===== src/fmcq_pkg.sv =====
// ----------------------------------------------------------------------------
// fmcq_pkg: shared types and constants for the frame metadata capture queue
// Entry layout, request and status codes, and the per-request action record.
// ----------------------------------------------------------------------------
package fmcq_pkg;

   // request selector carried in req_tuser
   localparam logic REQ_RX  = 1'b0;
   localparam logic REQ_POP = 1'b1;

   // frame event status codes
   localparam logic [1:0] RX_STORED  = 2'd0;
   localparam logic [1:0] RX_SHORT   = 2'd1;
   localparam logic [1:0] RX_DROPPED = 2'd2;

   // frames below this length are not captured
   localparam logic [11:0] MIN_FRAME_LEN = 12'd24;

   // 802.11 frame control: type in bits 3..2, subtype in bits 7..4
   localparam int FC_KIND_LSB    = 2;
   localparam int FC_SUBKIND_LSB = 4;
   localparam logic [1:0] KIND_MASK    = 2'h3;
   localparam logic [3:0] SUBKIND_MASK = 4'hF;

   localparam int ENTRY_W = 62;

   // stored metadata, timestamp in the low bits
   typedef struct packed {
      logic [3:0]  subkind;
      logic [1:0]  kind;
      logic [11:0] length;
      logic [3:0]  channel;
      logic [7:0]  strength;
      logic [31:0] time_ms;
   } entry_type;

   // what the queue controller decided for one accepted request
   typedef struct packed {
      logic        push;
      logic        pop;
      logic [1:0]  rx_status;
      logic [31:0] dropped_total;
      logic [31:0] captured_total;
   } action_type;

   // first pipeline stage, waiting for the entry read
   typedef struct packed {
      logic [1:0]  rx_status;
      logic        pop_valid;
      logic [31:0] dropped_total;
      logic [31:0] captured_total;
   } stage_type;

endpackage


===== src/fmcq_ram.sv =====
// ----------------------------------------------------------------------------
// fmcq_ram: generic simple dual-port RAM
// One write port, one read port with registered read data.
// ----------------------------------------------------------------------------
module fmcq_ram #(
   parameter int WIDTH = 62,
   parameter int DEPTH = 16
) (
   input  logic                     clock,
   input  logic                     wr_en,
   input  logic [$clog2(DEPTH)-1:0] wr_addr,
   input  logic [WIDTH-1:0]         wr_data,
   input  logic                     rd_en,
   input  logic [$clog2(DEPTH)-1:0] rd_addr,
   output logic [WIDTH-1:0]         rd_data
);

   logic [WIDTH-1:0] mem_ff [DEPTH];
   logic [WIDTH-1:0] rd_data_ff;

   always_ff @(posedge clock) begin
      if (wr_en) begin
         mem_ff[wr_addr] <= wr_data;
      end
      if (rd_en) begin
         rd_data_ff <= mem_ff[rd_addr];
      end
   end

   assign rd_data = rd_data_ff;

endmodule


===== src/fmcq_ctrl.sv =====
// ----------------------------------------------------------------------------
// fmcq_ctrl: queue pointers, fill level and event counters
// Decides push, drop or pop for each accepted request and updates state.
// ----------------------------------------------------------------------------
module fmcq_ctrl #(
   parameter int QUEUE_DEPTH = 16
) (
   input  logic                                clock,
   input  logic                                reset,
   input  logic                                accept,
   input  logic                                req_type,
   input  logic [11:0]                         signal_length,
   output fmcq_pkg::action_type                action,
   output logic [$clog2(QUEUE_DEPTH)-1:0]      wr_addr,
   output logic [$clog2(QUEUE_DEPTH)-1:0]      rd_addr,
   output logic [$clog2(QUEUE_DEPTH+1)-1:0]    fill_level
);

   localparam int PTR_W  = $clog2(QUEUE_DEPTH);
   localparam int FILL_W = $clog2(QUEUE_DEPTH + 1);
   localparam logic [PTR_W-1:0]  LAST_PTR  = PTR_W'(QUEUE_DEPTH - 1);
   localparam logic [FILL_W-1:0] FULL_FILL = FILL_W'(QUEUE_DEPTH);

   logic [PTR_W-1:0]  wr_ptr_ff, wr_ptr_in;
   logic [PTR_W-1:0]  rd_ptr_ff, rd_ptr_in;
   logic [FILL_W-1:0] fill_ff, fill_in;
   logic [31:0]       drop_ff, drop_in;
   logic [31:0]       capture_ff, capture_in;

   logic is_rx, too_short, full, empty;
   logic push, drop, pop;

   always_comb begin
      is_rx     = (req_type == fmcq_pkg::REQ_RX);
      too_short = (signal_length < fmcq_pkg::MIN_FRAME_LEN);
      full      = (fill_ff == FULL_FILL);
      empty     = (fill_ff == '0);

      push = accept && is_rx && !too_short && !full;
      drop = accept && is_rx && !too_short && full;
      pop  = accept && !is_rx && !empty;

      // advance pointers with wrap at the queue depth
      wr_ptr_in = wr_ptr_ff;
      if (push) begin
         wr_ptr_in = (wr_ptr_ff == LAST_PTR) ? '0 : wr_ptr_ff + 1'b1;
      end
      rd_ptr_in = rd_ptr_ff;
      if (pop) begin
         rd_ptr_in = (rd_ptr_ff == LAST_PTR) ? '0 : rd_ptr_ff + 1'b1;
      end

      fill_in = fill_ff;
      if (push) begin
         fill_in = fill_ff + 1'b1;
      end else if (pop) begin
         fill_in = fill_ff - 1'b1;
      end

      drop_in    = drop ? drop_ff + 32'd1 : drop_ff;
      capture_in = push ? capture_ff + 32'd1 : capture_ff;

      action.push = push;
      action.pop  = pop;
      if (!is_rx) begin
         action.rx_status = fmcq_pkg::RX_STORED;
      end else if (too_short) begin
         action.rx_status = fmcq_pkg::RX_SHORT;
      end else if (full) begin
         action.rx_status = fmcq_pkg::RX_DROPPED;
      end else begin
         action.rx_status = fmcq_pkg::RX_STORED;
      end
      action.dropped_total  = drop_in;
      action.captured_total = capture_in;
   end

   always_ff @(posedge clock) begin
      if (reset) begin
         wr_ptr_ff  <= '0;
         rd_ptr_ff  <= '0;
         fill_ff    <= '0;
         drop_ff    <= '0;
         capture_ff <= '0;
      end else begin
         wr_ptr_ff  <= wr_ptr_in;
         rd_ptr_ff  <= rd_ptr_in;
         fill_ff    <= fill_in;
         drop_ff    <= drop_in;
         capture_ff <= capture_in;
      end
   end

   assign wr_addr    = wr_ptr_ff;
   assign rd_addr    = rd_ptr_ff;
   assign fill_level = fill_ff;

endmodule


===== src/frame_metadata_capture_queue.sv =====
// ----------------------------------------------------------------------------
// frame_metadata_capture_queue: ring queue of received-frame metadata
// Captures frame events of at least 24 bytes, counts drops when full, and
// returns the oldest entry on a pop request, one response per request.
// ----------------------------------------------------------------------------
//
//   channel | dir | handshake                 | payload
//   --------+-----+---------------------------+--------------------------------
//   req     | in  | req_tvalid / req_tready   | tuser: request type, tdata: frame
//   rsp     | out | rsp_tvalid / rsp_tready   | tuser: status, tdata: entry+totals
//
// Flow: one request accepted per cycle while req_tready is high; at the
//   accepting edge the controller decision and entry RAM read register, then
//   the response register loads once the read stage can advance. The
//   registered RAM read port is why the read stage exists.
// Reset: synchronous, active high; clears pointers, fill level, both counters
//   and the pipeline valids. Entry RAM contents are not cleared.
// Stalls: req_tready drops only while both the read stage and the response
//   register are full and rsp_tready is low.
//
module frame_metadata_capture_queue #(
   parameter int QUEUE_DEPTH = 16
) (
   input  logic         clock,
   input  logic         reset,
   // request channel
   input  logic         req_tvalid,
   output logic         req_tready,
   input  logic         req_tuser,    // [0] req_type
   input  logic [71:0]  req_tdata,    // [15:0] frame_control, [27:16] signal_length,
                                      // [35:28] signal_strength, [39:36] radio_channel,
                                      // [71:40] time_ms
   // response channel
   output logic         rsp_tvalid,
   input  logic         rsp_tready,
   output logic [2:0]   rsp_tuser,    // [1:0] rx_status, [2] pop_valid
   output logic [127:0] rsp_tdata     // [31:0] out_time_ms, [39:32] out_strength,
                                      // [43:40] out_channel, [55:44] out_length,
                                      // [57:56] out_frame_kind,
                                      // [61:58] out_frame_subkind,
                                      // [93:62] dropped_total,
                                      // [125:94] captured_total, [127:126] zero
);

   localparam int PTR_W  = $clog2(QUEUE_DEPTH);
   localparam int FILL_W = $clog2(QUEUE_DEPTH + 1);

   // unpack the request
   logic [15:0] frame_control;
   logic [11:0] signal_length;
   logic [7:0]  signal_strength;
   logic [3:0]  radio_channel;
   logic [31:0] time_ms;

   assign frame_control   = req_tdata[15:0];
   assign signal_length   = req_tdata[27:16];
   assign signal_strength = req_tdata[35:28];
   assign radio_channel   = req_tdata[39:36];
   assign time_ms         = req_tdata[71:40];

   logic                 req_accept;
   fmcq_pkg::action_type action;
   logic [PTR_W-1:0]     wr_addr, rd_addr;
   logic [FILL_W-1:0]    fill_level;
   fmcq_pkg::entry_type  wr_entry, rd_entry;
   logic [fmcq_pkg::ENTRY_W-1:0] rd_data;

   fmcq_ctrl #(
      .QUEUE_DEPTH(QUEUE_DEPTH)
   ) u_ctrl (
      .clock        (clock),
      .reset        (reset),
      .accept       (req_accept),
      .req_type     (req_tuser),
      .signal_length(signal_length),
      .action       (action),
      .wr_addr      (wr_addr),
      .rd_addr      (rd_addr),
      .fill_level   (fill_level)
   );

   // build the entry: type and subtype come from the frame control word
   always_comb begin
      wr_entry.time_ms  = time_ms;
      wr_entry.strength = signal_strength;
      wr_entry.channel  = radio_channel;
      wr_entry.length   = signal_length;
      wr_entry.kind     = frame_control[fmcq_pkg::FC_KIND_LSB +: 2] & fmcq_pkg::KIND_MASK;
      wr_entry.subkind  = frame_control[fmcq_pkg::FC_SUBKIND_LSB +: 4]
                          & fmcq_pkg::SUBKIND_MASK;
   end

   // read data only changes on a pop, so it holds while the read stage stalls
   fmcq_ram #(
      .WIDTH(fmcq_pkg::ENTRY_W),
      .DEPTH(QUEUE_DEPTH)
   ) u_ram (
      .clock  (clock),
      .wr_en  (action.push),
      .wr_addr(wr_addr),
      .wr_data(wr_entry),
      .rd_en  (action.pop),
      .rd_addr(rd_addr),
      .rd_data(rd_data)
   );

   assign rd_entry = rd_data;

   // read stage: hold status and totals while the entry read completes
   logic                s1_valid_ff, s1_valid_in;
   fmcq_pkg::stage_type s1_ff;
   logic                s1_advance;

   // response register
   logic                rsp_valid_ff, rsp_valid_in;
   logic [1:0]          rsp_status_ff;
   logic                rsp_pop_ff;
   fmcq_pkg::entry_type rsp_entry_ff;
   logic [31:0]         rsp_dropped_ff;
   logic [31:0]         rsp_captured_ff;

   always_comb begin
      s1_advance   = s1_valid_ff && (!rsp_valid_ff || rsp_tready);
      req_tready   = !s1_valid_ff || s1_advance;
      req_accept   = req_tvalid && req_tready;
      s1_valid_in  = req_accept || (s1_valid_ff && !s1_advance);
      rsp_valid_in = s1_advance || (rsp_valid_ff && !rsp_tready);
   end

   always_ff @(posedge clock) begin
      if (reset) begin
         s1_valid_ff  <= 1'b0;
         rsp_valid_ff <= 1'b0;
      end else begin
         s1_valid_ff  <= s1_valid_in;
         rsp_valid_ff <= rsp_valid_in;
      end
   end

   // load the read stage on each accepted request
   always_ff @(posedge clock) begin
      if (req_accept) begin
         s1_ff.rx_status      <= action.rx_status;
         s1_ff.pop_valid      <= action.pop;
         s1_ff.dropped_total  <= action.dropped_total;
         s1_ff.captured_total <= action.captured_total;
      end
   end

   // advance into the response register; zero the entry unless a pop hit
   always_ff @(posedge clock) begin
      if (s1_advance) begin
         rsp_status_ff   <= s1_ff.rx_status;
         rsp_pop_ff      <= s1_ff.pop_valid;
         rsp_entry_ff    <= s1_ff.pop_valid ? rd_entry : '0;
         rsp_dropped_ff  <= s1_ff.dropped_total;
         rsp_captured_ff <= s1_ff.captured_total;
      end
   end

   assign rsp_tvalid = rsp_valid_ff;
   assign rsp_tuser  = {rsp_pop_ff, rsp_status_ff};
   assign rsp_tdata  = {2'b00, rsp_captured_ff, rsp_dropped_ff, rsp_entry_ff};

`ifndef SYNTHESIS
   // a request either pushes or pops, never both
   assert property (@(posedge clock) disable iff (reset)
      !(action.push && action.pop))
      else $error("push and pop in the same cycle");

   // fill level never passes the queue depth
   assert property (@(posedge clock) disable iff (reset)
      fill_level <= FILL_W'(QUEUE_DEPTH))
      else $error("fill level above queue depth");

   // a successful pop lands in the read stage marked valid
   assert property (@(posedge clock) disable iff (reset)
      action.pop |=> (s1_valid_ff && s1_ff.pop_valid))
      else $error("pop lost before read stage");

   // a stalled read stage keeps its request
   assert property (@(posedge clock) disable iff (reset)
      (s1_valid_ff && !s1_advance) |=> (s1_valid_ff && $stable(s1_ff)))
      else $error("read stage changed while stalled");
`endif

endmodule


===== config.mk =====
export PLATFORM = sky130hd
export DESIGN_NAME = frame_metadata_capture_queue
export DESIGN_NICKNAME = d
export VERILOG_FILES = /design/src/fmcq_pkg.sv /design/src/fmcq_ram.sv /design/src/fmcq_ctrl.sv /design/src/frame_metadata_capture_queue.sv
export SDC_FILE = /design/constraint.sdc
export NUM_CORES = 1
export LEC_CHECK = 0
export CELL_PAD_IN_SITES_DETAIL_PLACEMENT = 0
export CELL_PAD_IN_SITES_GLOBAL_PLACEMENT = 1
export CORE_UTILIZATION = 50
export CTS_CLUSTER_SIZE = 8
export DETAILED_ROUTE_END_ITERATION = 10
export DONT_BUFFER_PORTS = 1
export HOLD_SLACK_MARGIN = 0.15
export PLACE_DENSITY = 0.79
export SLEW_MARGIN = 15
export SYNTH_ARGS = -nofsm -noshare
export SYNTH_HDL_FRONTEND = slang
export SYNTH_SLANG_ARGS = --single-unit

===== constraint.sdc =====
create_clock -name clock -period 11.1 [get_ports clock]
set_input_delay 1.665 -clock clock [delete_from_list [all_inputs] [get_ports clock]]
set_output_delay 1.665 -clock clock [all_outputs]
set_load 0.005 [all_outputs]

# Word-level counts from Yosys, hierarchy flattened
# Memories as Yosys holds them, arrays and structs flattened. A register that Yosys moved wholly into a read port is not among the register bits.
# Cells that the tools add are included.
[totals]
mem_bits_rw = 992
register_bits = 275
n_memories = 1
elab_cells = 68
[mem_list]
columns = ["name", "depth", "word_bits", "read_ports", "rd_ports_with_merged_regs", "write_ports", "line", "rtl"]
rows = [
  ["u_ram.mem_ff", 16, 62, 1, 1, 1, "fmcq_ram.sv:18", "logic [WIDTH-1:0] mem_ff [DEPTH];"],
]
[op_classes]
addsub = 6
n_bitwise = 1
n_lt_le_gt_ge = 1
n_eq_ne = 3
n_reduce_logical = 24
mux = 10
[ops]
columns = ["operator", "count"]
rows = [
  ["$add A32 B1 Y32 const B", 2],
  ["$mux W32", 2],
  ["$lt A12 B5 Y1 const B", 1],
  ["$logic_and A1 B1 Y1", 10],
  ["$mux W5", 2],
  ["$add A4 B1 Y4 const B", 2],
  ["$eq A4 B4 Y1 const B", 2],
  ["$mux W4", 2],
  ["$logic_not A1 Y1", 7],
  ["$add A5 B1 Y5 const B", 1],
  ["$eq A5 B5 Y1 const B", 1],
  ["$logic_not A5 Y1", 1],
  ["$sub A5 B1 Y5 const B", 1],
  ["$logic_or A1 B1 Y1", 4],
  ["$mux W1", 3],
  ["$mux W2", 1],
  ["$reduce_bool A2 Y1", 1],
  ["$reduce_or A2 Y1", 1],
  ["$not A1 Y1", 1],
]

# Depth between registers and ports, before layout
[logic_depth]
ltp_word = 10
ltp_mapped = 12
ltp_nobuf = 10

# Hierarchy
# Synthesis repeated with hierarchy kept, for this count alone.
[unflattened]
cells_unflattened = 2373
hier_area_um2 = 49779.0
[modules_own_cells]
columns = ["module", "cells_per_inst", "n_inst", "area_per_inst_um2"]
rows = [
  ["fmcq_ram", 1598, 1, 38953.6],
  ["frame_metadata_capture_queue", 278, 1, 6491.2],
  ["fmcq_ctrl", 497, 1, 4334.2],
]

# Worst setup path after synthesis
# OpenSTA, ideal clock, no wires.
[synth_path]
path_kind = "input to register"
startpoint = "input port rsp_tready"
endpoint = "register rsp_captured_ff[0] (enable)"
n_path_buf = 0
cell_stages = 2
required_ns = 10.285
setup_slack_ns = -0.712
setup_ns = 0.815
arrival_ns = 10.997
cell_sequence = "inv_1 > a21boi_0"
[synth_between]
elab_chain_cells = 2
[synth_rtl]
columns = ["element", "line", "rtl"]
rows = [
  ["start: declaration", "frame_metadata_capture_queue.sv:35", "input logic rsp_tready,"],
  ["$logic_or A1 B1 Y1", "frame_metadata_capture_queue.sv:123", "s1_advance = s1_valid_ff && (!rsp_valid_ff || rsp_tready);"],
  ["$logic_and A1 B1 Y1", "frame_metadata_capture_queue.sv:123", ""],
  ["named net s1_advance", "frame_metadata_capture_queue.sv:112", "logic s1_advance;"],
  ["end signal: assignment", "frame_metadata_capture_queue.sv:157", "rsp_captured_ff <= s1_ff.captured_total;"],
  ["end: declaration", "frame_metadata_capture_queue.sv:120", "logic [31:0] rsp_captured_ff;"],
]
# The timed path passes the listed nets, and every way through them passes these cells.
# A chain may end at the register's enable or synchronous reset.

# Worst setup path after layout
[layout_path]
startpoint = "input port rsp_tready"
endpoint = "memory u_ram.mem_ff[8][35] (enable)"
[layout_between]
elab_chain_cells = 9
[layout_rtl]
columns = ["element", "line", "rtl"]
rows = [
  ["$logic_or A1 B1 Y1", "frame_metadata_capture_queue.sv:123", ""],
  ["$logic_and A1 B1 Y1", "frame_metadata_capture_queue.sv:123", ""],
  ["$logic_or A1 B1 Y1", "frame_metadata_capture_queue.sv:124", "req_tready = !s1_valid_ff || s1_advance;"],
  ["$logic_and A1 B1 Y1", "frame_metadata_capture_queue.sv:125", "req_accept = req_tvalid && req_tready;"],
  ["$logic_and A1 B1 Y1 (3 in a row)", "fmcq_ctrl.sv:39", "push = accept && is_rx && !too_short && !full;"],
  ["$mux W1", "fmcq_ram.sv:22", "if (wr_en) begin"],
  ["$mux W1 (not written as such)", "fmcq_ram.sv:23", "mem_ff[wr_addr] <= wr_data;"],
  ["end: declaration", "fmcq_ram.sv:18", ""],
]
# No other way between the ends.

==> parameters.txt <==
Parameter                              Value

Critical path
  CP most frequent cell    sky130_fd_sc_hd__buf_4
  Cell at the slowest stage of the critical path    sky130_fd_sc_hd__buf_4
  Category of the worst setup path launch point    input port
  Critical Path Max Stage Delay    0.69 ns
  Length in cells of the worst reg-to-reg path    8
  Endpoint required time on the critical path    11.48 ns
  Logic depth of the worst setup path including buffers    8
  Largest fanout on the critical path    33
  Crit end category    register
  Crit path buffers/inverters    3
  Setup slack, reg-to-reg    6.74 ns
  Kind of cell with the highest combined delay on the critical path    simple AND/OR/NAND/NOR gates
  Worst setup path class    in -> reg
  Critical Path AT    5.22 ns
  Cell-by-cell listing of the critical path    and3b_1 > a211oi_1 > buf_4 > and2_1 > inv_1 > nor2_1 > and3_4 > buf_4

Die
  Starting utilization of the core area    about half
  I/O pin total    210
  Die extent in x    317.2 um
  Count of standard-cell rows    roughly 120
  CORE AREA    98420 sq um
  Die footprint    100600 sq um
  Die boundary height    317.2 um

Power
  Relative contribution of combinational cells to total power    under 10%
  Int Pwr    around 9.2 mW
  Leakage Power    17.63 nW
  Fraction of power spent switching nets    21.50%
  Sequential share of power    between 40% and 50%
  Power density normalized to cell area    between 200 and 250 nW/um^2
  NetSw    2.507 mW
  Worst voltage drop across the vdd grid    0.1424 mV
  Clk network pwr share    a little over two fifths

STA
  Total count of hold-check failures in the final report    0
  RSZ-0062 raised after global routing    false
  Highest attainable clock frequency    206.7 MHz
  Transition time at the pin with the least slew margin    1.168 ns
  Worst hold margin    0.4111 ns
  Worst max-slew margin expressed relative to the limit    22.10%
  Worst setup skew after layout    between 0.03 and 0.04 ns
  Final worst path period share    43.58%
  # setup viols final    0
  Setup TNS    0 ns
  Max-slew violation total from the final report    0
  Final critical delay including setup and external delays    just under 5 ns

Detailed routing
  Pre-Repair DR Iteration Count    5
  Drt initial violations    between 2000 and 2500
  Count of unresolved DRC violations after routing    0
  Vias per cell    6.135
  Post-route antenna net violation count    0
  Per-cell routed wire length    28.68 um
  Via count    between 20000 and 25000
  Total wirelength of the detailed-routed design    105.8 mm

Finish
  Proportion of layout cells with a drive suffix above 1    around a quarter
  Filler cells    slightly below 7000
  Layout net count    2439
  Footprint of the flip-flops and latches    39130 sq um
  Area taken by multi-input logic gates    10190 sq um
  Diode insertion count for antenna repair    0
  Syn-to-layout area delta    13.76%

Placed design
  Port bufs    0
  RD Place Congestion    0.8007
  Detailed Place HPWL    51.30 mm

Clocking
  Hold buffers post-CTS    0
  Clock tree from TritonCTS    done
  Clock-pin slew reported for the worst setup and hold paths after clock tree synthesis    around 0.050 ns
  Clk Latency, worst-skew pair    0.78 ns
  Clock Root Buffer    sky130_fd_sc_hd__clkbuf_16
  Gates resized, CTS repair    0
  Post-CTS Setup Bufs    0
  Number of buffers added by the clock tree synthesis step    185
  Maximum level of the CTS H-tree    4
  Clock buffer depth    3
  Sink Count    1329

GRT
  Antenna violations before repair    4
  Largest net degree at the start of global routing    130
  Vias in the first global route    roughly 24000
  Overall track demand over capacity in global routing    21.41%
  Global-route wire length before repair    154.7 mm
  Overflow left after global routing    0

Logic synthesis
  Leading register cell type out of synthesis    sky130_fd_sc_hd__edfxtp_1
  Syn avg cell area    22.26 sq um
  Total of flip-flops plus latches after synthesis    1329
  Number of flops mapped to enable cells by yosys    1250
  Part of the Yosys area used for sequential elements    78.76%
  Syn Inst Count    2231
  Yosys cell types    48
  Post-synthesis async set-or-reset flop share    0%
  Yosys warns    0
  Post-synthesis instance area    49660 sq um

Job
  Max Cap Viol    0

Hold path
  Worst hold path type    reg -> reg
  WHS Path Cells    0

Outcome
  Run status    completed
power groups by stage:
| stage | Sequential (mW) | Clock (mW) | Combinational [mW] |
|---|---|---|---|
| CTS | 5.75 | 5.17 | 0.856 |
| global route | 5.76 | 5.36 | 0.903 |
| global placement | 5.84 | 0 | 0.828 |
| detailed placement | 5.84 | 0 | 0.844 |
| floorplan | 5.81 | 0 | 0.668 |
| finish | 5.75 | 5.07 | 0.839 |
worst register-to-register path, stage by stage, from the launching register on:
cell                       delay [ns]
sky130_fd_sc_hd__dfxtp_1         0.36
sky130_fd_sc_hd__and3b_1         0.28
sky130_fd_sc_hd__a211oi_1        0.26
sky130_fd_sc_hd__buf_4           0.25
sky130_fd_sc_hd__and2_1          0.53
sky130_fd_sc_hd__inv_1           0.49
sky130_fd_sc_hd__nor2_1          0.39
sky130_fd_sc_hd__and3_4          0.65
sky130_fd_sc_hd__buf_4           0.73
through the flow:
step           worst slack (ns)  util, %  area (sq um)  instances  power [mW]
2_1_floorplan             1.136        -         49670       2232       6.478
3_3_place_gp              5.616    52.09         51270       3450       6.667
3_5_place_dp              5.500    52.09         51270       3450       6.688
4_1_cts                   6.291    57.38         56470       3686       11.77
5_1_grt                   6.037    57.41         56500       3687       12.03
6_report                  6.263    57.41         56500       3687       11.66
cells in the final DEF, fill, tap and decap left out, types with 6 or more instances in the layout:
master                         n
sky130_fd_sc_hd__mux2_2        8
sky130_fd_sc_hd__clkinv_16     9
sky130_fd_sc_hd__clkbuf_16   186
sky130_fd_sc_hd__mux4_2      310
sky130_fd_sc_hd__nor4_2        7
sky130_fd_sc_hd__nand3_1      26
sky130_fd_sc_hd__nor4_1       15
sky130_fd_sc_hd__nor3_1        7
sky130_fd_sc_hd__o21ai_0      21
sky130_fd_sc_hd__nor2_1       27
sky130_fd_sc_hd__and4_1        7
sky130_fd_sc_hd__edfxtp_1   1250
sky130_fd_sc_hd__and2b_1       8
sky130_fd_sc_hd__xor2_1       27
sky130_fd_sc_hd__or3_1        16
sky130_fd_sc_hd__clkbuf_1     33
sky130_fd_sc_hd__nor4b_2       6
sky130_fd_sc_hd__dfxtp_1      75
sky130_fd_sc_hd__inv_1        10
sky130_fd_sc_hd__nand4_1      27
sky130_fd_sc_hd__buf_4        34
sky130_fd_sc_hd__xnor2_1      24
sky130_fd_sc_hd__a21oi_1      27
sky130_fd_sc_hd__nand2_1      52
sky130_fd_sc_hd__ha_1         10
sky130_fd_sc_hd__and3_1       14
sky130_fd_sc_hd__and2_1       66
sky130_fd_sc_hd__nor2b_1      38
sky130_fd_sc_hd__and3_4        7
cell type report:
cell class	instances	area share [%]
repair buffers	37	0.5714
clock inverters	17	0.7485
well taps	1287	2.850
multi-input cells	788	18.04
clock buffers	219	8.458
inverters	10	0.06644
flip-flops and latches	1329	69.26
worst paths after layout:
kind | from | to
setup / recovery | rsp_tready | u_ram.mem_ff[8][35]
hold / removal | s1_ff[21] | rsp_captured_ff[21]
setup reg to reg | rsp_tvalid | u_ram.mem_ff[8][35]
hold reg to reg | s1_ff[21] | rsp_captured_ff[21]
layer usage:
layer  GRT usage [%]  wire [um]
met1           27.19      40460
met2           35.73      54020
met3           5.785       8624
met4           7.416       2648
met5               0          0
Yosys cell counts, types with 4 or more instances:
master	count	area share, %
sky130_fd_sc_hd__or3_1	16	0.20
sky130_fd_sc_hd__or4_1	4	0.060
sky130_fd_sc_hd__edfxtp_1	1250	76
sky130_fd_sc_hd__inv_1	10	0.076
sky130_fd_sc_hd__nor4_2	7	0.18
sky130_fd_sc_hd__nor4b_1	4	0.071
sky130_fd_sc_hd__a21oi_1	27	0.27
sky130_fd_sc_hd__and3_1	21	0.26
sky130_fd_sc_hd__nand4_1	27	0.34
sky130_fd_sc_hd__and2_1	67	0.84
sky130_fd_sc_hd__clkbuf_1	79	0.60
sky130_fd_sc_hd__mux2_2	8	0.18
sky130_fd_sc_hd__mux4_2	310	14
sky130_fd_sc_hd__o21ai_0	21	0.21
sky130_fd_sc_hd__nand2_1	52	0.39
sky130_fd_sc_hd__buf_1	21	0.16
sky130_fd_sc_hd__nor2b_1	38	0.48
sky130_fd_sc_hd__ha_1	10	0.25
sky130_fd_sc_hd__nand3_1	26	0.26
sky130_fd_sc_hd__dfxtp_1	79	3.2
sky130_fd_sc_hd__nor4_1	15	0.19
sky130_fd_sc_hd__nor2_1	28	0.21
sky130_fd_sc_hd__xnor2_1	24	0.42
sky130_fd_sc_hd__and2b_1	8	0.12
sky130_fd_sc_hd__nor3_1	8	0.081
sky130_fd_sc_hd__xor2_1	27	0.48
sky130_fd_sc_hd__and4_1	10	0.18
cells by family (layout without fill, tap and decap cells):
group,Yosys count,count (layout),synth area share [%]
buf+inv,115,283,0.9221
compound gates,58,58,0.6475
xor+xnor,51,51,0.8994
flops,1329,1329,78.76
other cells,1,2,0.007551
simple gates,345,345,4.167
fa+ha+maj,11,11,0.2922
mux,321,321,14.30
state kept, by name, indices dropped and copies added (netlist names):
| name | count |
|---|---|
| rsp_tvalid | 1 |
| rsp_captured_ff | 32 |
| rsp_pop_ff | 1 |
| u_ram.rd_data | 62 |
| s1_valid_ff | 1 |
| u_ctrl.fill_level | 5 |
| u_ctrl.capture_ff | 32 |
| rsp_status_ff | 2 |
| u_ctrl.rd_addr | 4 |
| s1_ff | 67 |
| u_ctrl.wr_addr | 4 |
| u_ctrl.drop_ff | 32 |
| rsp_tdata | 62 |
| u_ram.mem_ff | 992 |
| rsp_dropped_ff | 32 |
(Power assumes the default switching activity.)
